[src/sv/cbsa_pkg.sv]
package cbsa_pkg;

   // Field and datapath widths
   localparam int OFF_W      = 24;
   localparam int ADDR_W     = 32;
   localparam int CORD_W     = 16;
   localparam int BYTE_W     = 8;
   localparam int DIMS_W     = 2;
   localparam int DIV_W      = 3 * CORD_W;
   localparam int BND_W      = DIV_W + BYTE_W;
   localparam int CSR_IDX_W  = 3;
   localparam int CSR_DATA_W = 16;

   // Register indexes
   localparam logic [CSR_IDX_W-1:0] CSR_DIMS       = 3'd0;
   localparam logic [CSR_IDX_W-1:0] CSR_CHUNK_X    = 3'd1;
   localparam logic [CSR_IDX_W-1:0] CSR_CHUNK_Y    = 3'd2;
   localparam logic [CSR_IDX_W-1:0] CSR_CHUNK_Z    = 3'd3;
   localparam logic [CSR_IDX_W-1:0] CSR_ARRAY_Y    = 3'd4;
   localparam logic [CSR_IDX_W-1:0] CSR_ARRAY_Z    = 3'd5;
   localparam logic [CSR_IDX_W-1:0] CSR_ELEM_BYTES = 3'd6;

   // Dimension counts
   localparam logic [DIMS_W-1:0] DIMS_1D = 2'd1;
   localparam logic [DIMS_W-1:0] DIMS_2D = 2'd2;
   localparam logic [DIMS_W-1:0] DIMS_3D = 2'd3;

   // Word state that travels down the pipeline beside the datapath
   typedef struct packed {
      logic              valid;
      logic              empty;
      logic [CORD_W-1:0] start_x;
      logic [CORD_W-1:0] start_y;
      logic [CORD_W-1:0] start_z;
      logic [BYTE_W-1:0] value;
      logic [OFF_W-1:0]  plane;
      logic [OFF_W-1:0]  rem_z;
   } cbsa_tag_type;

   // Settings seen by the address stages
   typedef struct packed {
      logic [DIMS_W-1:0] nd;
      logic [CORD_W-1:0] array_z;
      logic [BYTE_W-1:0] elem_bytes;
      logic [ADDR_W-1:0] stride_x;
      logic [BND_W-1:0]  bound;
   } cbsa_cfg_type;

endpackage

[src/sv/cbsa_div.sv]
module cbsa_div (
   input  logic                         clock,
   input  logic                         reset,
   input  logic                         advance,
   input  logic [cbsa_pkg::OFF_W-1:0]   dividend,
   input  logic [cbsa_pkg::DIV_W-1:0]   divisor,
   input  cbsa_pkg::cbsa_tag_type       tag_in,
   output logic [cbsa_pkg::OFF_W-1:0]   quotient,
   output logic [cbsa_pkg::OFF_W-1:0]   remainder,
   output cbsa_pkg::cbsa_tag_type       tag_out
);
   import cbsa_pkg::*;

   logic [OFF_W-1:0] rem_st [0:OFF_W];
   logic [OFF_W-1:0] quo_st [0:OFF_W];
   cbsa_tag_type     tag_st [0:OFF_W];

   // Restoring division, one quotient bit per stage
   assign rem_st[0] = '0;
   assign quo_st[0] = dividend;
   assign tag_st[0] = tag_in;

   for (genvar i = 0; i < OFF_W; i++) begin : g_step
      logic [OFF_W:0]   trial;
      logic [DIV_W-1:0] trial_ext;
      logic [DIV_W-1:0] diff;
      logic             take;
      logic [OFF_W-1:0] rem_in;
      logic [OFF_W-1:0] quo_in;
      logic [OFF_W-1:0] rem_ff;
      logic [OFF_W-1:0] quo_ff;
      cbsa_tag_type     tag_ff;

      always_comb begin
         trial     = {rem_st[i], quo_st[i][OFF_W-1]};
         trial_ext = {{(DIV_W-OFF_W-1){1'b0}}, trial};
         diff      = trial_ext - divisor;
         take      = trial_ext >= divisor;
         rem_in    = take ? diff[OFF_W-1:0] : trial[OFF_W-1:0];
         quo_in    = {quo_st[i][OFF_W-2:0], take};
      end

      // Advance the stage, clear its valid bit on reset
      always_ff @(posedge clock) begin
         if (reset) begin
            tag_ff.valid <= 1'b0;
         end else if (advance) begin
            rem_ff <= rem_in;
            quo_ff <= quo_in;
            tag_ff <= tag_st[i];
         end
      end

      assign rem_st[i+1] = rem_ff;
      assign quo_st[i+1] = quo_ff;
      assign tag_st[i+1] = tag_ff;
   end

   assign quotient  = quo_st[OFF_W];
   assign remainder = rem_st[OFF_W];
   assign tag_out   = tag_st[OFF_W];

endmodule

[config.mk]
export PLATFORM = sky130hd
export DESIGN_NAME = cbsa_div
export DESIGN_NICKNAME = d
export VERILOG_FILES = /design/src/sv/cbsa_pkg.sv /design/src/sv/cbsa_div.sv
export SDC_FILE = /design/constraint.sdc
export NUM_CORES = 2
export LEC_CHECK = 0
export BUFFER_PORTS_ARGS = -buffer_cell sky130_fd_sc_hd__buf_2
export CAP_MARGIN = 15
export CORE_MARGIN = 1
export CORE_UTILIZATION = 40
export DETAILED_ROUTE_END_ITERATION = 10
export PLACE_DENSITY = 0.63
export SKIP_LAST_GASP = 1
export SLEW_MARGIN = 20
export SYNTH_ARGS = -nofsm -noshare
export SYNTH_HDL_FRONTEND = slang
export SYNTH_SLANG_ARGS = --single-unit
[constraint.sdc]
create_clock -name clock -period 428.4 [get_ports clock]
set_input_delay 0 -clock clock [delete_from_list [all_inputs] [get_ports clock]]
set_output_delay 0 -clock clock [all_outputs]
set_load 0.1 [all_outputs]
==> metrics.cfg <==
[status]
status = completed

[global_routing]
grt_pass1_wl_mm = 420
grt_max_degree = 195
grt_pass1_vias = 73900
grt_busiest_layer = met2
met1_usage_pct = 19.4
antenna_found_initial = 12
overflow = 0
met3_usage_pct = 2.60
grtUsageTotal_pct = 14.6
grtUsageMet2_pct = 23.9

[timing]
finalClockSkew_ns = 0.0718
fin_crit_ns = 8.00
worst_pin_slew_ns = 1.10
post-route-period-util_pct = 1.87
maxSlewHeadroom_pct = 26.5
max_freq_mhz = 125
setup_viol_count_final = 0
final_max_slew_viol_count = 0
rsz0062_at_grt = false
hold_viol = 0
hold_ws_ns = 0.0665
fin_tns_setup_ns = 0

[cells_and_area]
area_growth_syn_to_layout_pct = 15.8
drive_above_1_share_pct = 12.1
nFillCells = 30600
fin_nets = 10500
fin_area_mm2 = 0.169
mostFrequentLayoutCell = edfxtp_1
final_cell_mix = 3,672 x edfxtp_1, 592 x nand2_1, 577 x ha_1, 565 x o21ai_0, 432 x a21oi_1
instances_no_fill = 14800

[clock_tree]
ctsHoldBuffers = 279
clk_latency_ns = 0.98
cts_tree = yes
cts.sinks = 3696
clockBufferDepth = 4
post_cts_resized = 0
htree_levels = 5
cts_buffers = 381
cts_root_buffer = clkbuf_16
path_clk_slew_ns = 0.06
postCtsSetupBuffers = 0

[place]
portBuffers = 334
place_hpwl_mm = 178
gp_congestion = 0.899
dpl.cell_count = 13800
placed_area_mm2 = 0.154

[yosys]
ys_seq_elements = 3696
async_flop_share_pct = 0
yosysUniqueCellTypes = 109
yosysWarnings = 0
syn_area_mm2 = 0.146
ys.flop_type = edfxtp_1
syn_avg_cell_area_um2 = 16.7
synth-edff-count = 3672
yosysSeqAreaShare_pct = 75.9
syn_inst = 8755
synth_fp_nets = 9536

[route]
drt_iter0_drc = 5802
vias = 74800
wl_per_cell_um = 18.6
viasPerCell = 5.06
detail-route-antenna-nets = 0
postRouteWirelength_mm = 274
drtPass1Iterations = 6
drc = 0

[pwr]
power_density_mw_per_mm2 = 4.72
power_frac_seq_pct = 52.3
p_leak_nw = 60.5
ir_worst_vdd_mv = 0.00489
power.net_switching_mw = 0.176
p_int_mw = 0.622
p_sw_share_pct = 22.0
power_frac_clock_pct = 40.8
combPwrFrac_pct = 6.9

[critical_path]
r2r-end = g_step[11].rem_ff[5]
reg2reg_from = g_step[10].quo_ff[23]
cp-start-kind = input pin
crit_type = in2reg
required_ns = 428.95
ff2ff_path_depth = 12
regToRegSetupSlack_ns = 424.41
crit_arrival_ns = 8.55
endpoint_kind = flip-flop
critPathMaxFanout = 184

[floorplanning]
die_w_um = 606
num_rows = 221
die_h_um = 606
core_mm2 = 0.363
io_pins = 335
initial_core_util_pct = 40.2
floorplan.die_area_mm2 = 0.367

[worst_hold_path]
hold_end = g_step[4].rem_ff[13]
min_path_type = in2reg
worstHoldStart = divisor[13]
worstHoldPathCells = 5

[flow_run]
max_cap_viol_count = 0

## through the flow
| step | power, mW | worst slack, ns | utilization (%) |
|---|---|---|---|
| 2_1_floorplan | 0.558 | 259.28 | - |
| 3_3_place_gp | 0.476 | 420.20 | 42.4 |
| 3_5_place_dp | 0.478 | 419.81 | 42.4 |
| 4_1_cts | 0.810 | 420.31 | 46.6 |
| 5_1_grt | 0.829 | 419.68 | 46.6 |
| 6_report | 0.798 | 420.40 | 46.6 |
## flip-flops by register name, summed over array words and instances (netlist names)
register       count
g_step.quo_ff    552
tag_out          106
g_step.tag_ff   2438
g_step.rem_ff    552
quotient          24
remainder         24
## power groups by stage
stage / sequential (mW) / clock, mW / combinational, mW
6_report: 0.417 / 0.325 / 0.0554
5_1_grt: 0.418 / 0.350 / 0.0611
4_1_cts: 0.417 / 0.337 / 0.0553
3_5_place_dp: 0.425 / 0 / 0.0531
3_3_place_gp: 0.424 / 0 / 0.0518
2_1_floorplan: 0.522 / 0 / 0.0360
## per-layer routing
| metal | part of all wire (%) | wire length, µm |
|---|---|---|
| met1 | 44 | 121000 |
| met2 | 47 | 130000 |
| met3 | 5.0 | 13800 |
| met4 | 3.5 | 9580 |
| met5 | 0 | 0 |
## cell families (layout without fill, tap and decap cells)
group                      count (synthesis)  count (layout)  synth area share, %
DFF                                     3696            3696                 75.9
xor gates and xnor gates                 441             441                 2.65
buffers and inverters                    368            1602                 1.06
and+or+nand+nor                         1574            1574                 5.14
other                                      0               5                    0
adders and majority gates                600             600                 5.27
AOI/OAI and AO/OA                       1832            1832                 7.99
muxes                                    244             244                 1.95
## synth_stat cells, types with 47 or more instances
cell type,instances,area share (%)
a21o_1,254,1.3
a21oi_1,432,1.5
a31oi_1,59,0.25
and3_1,59,0.25
clkbuf_1,107,0.28
edfxtp_1,3672,76
ha_1,577,5.0
inv_1,212,0.55
mux2_2,116,0.90
mux2i_1,47,0.32
nand2_1,593,1.5
nand2b_1,81,0.35
nand3_1,117,0.40
nand4_1,87,0.37
nor2_1,299,0.77
nor2b_1,92,0.39
nor3_1,76,0.26
o21a_1,92,0.47
o21ai_0,565,1.9
o21bai_1,59,0.30
o31ai_1,49,0.25
xnor2_1,253,1.5
xor2_1,188,1.1
## cell type report
type                       instances  area, µm²  area share (%)
antenna                            5       12.5         0.00741
clock buffer                     469       9930            5.88
clock inverter                   210       2470            1.47
inverter                         212        796           0.471
multi-input combinational       4691      33600            19.9
sequential                      3696     111000            65.6
tap                             4794       6000            3.55
timing repair buffer             711       5250            3.11
## worst max-delay path, stage by stage
cell and delay, ns:
dlygate4sd3_1 0.52, buf_2 0.54, nor2b_4 0.77, buf_4 0.67, buf_4 0.77, buf_4 0.63
buf_4 0.76, buf_4 0.90, buf_4 0.86, buf_12 0.69, buf_4 0.91
## worst max path at each step
| stage | slack, ns | from | endpoint | depth (start not counted) |
|---|---|---|---|---|
| after floorplan | 259.28 | advance | g_step[0].quo_ff[0] | 3 |
| after global placement | 420.20 | advance | g_step[15].quo_ff[12] | 10 |
| after detailed placement | 419.81 | advance | g_step[16].quo_ff[13] | 10 |
| after CTS | 420.31 | advance | g_step[13].quo_ff[6] | 11 |
| after global routing | 419.68 | advance | g_step[13].quo_ff[6] | 11 |
| final | 420.40 | advance | g_step[12].quo_ff[6] | 11 |
No activity file was read; power rests on OpenSTA's default activity.
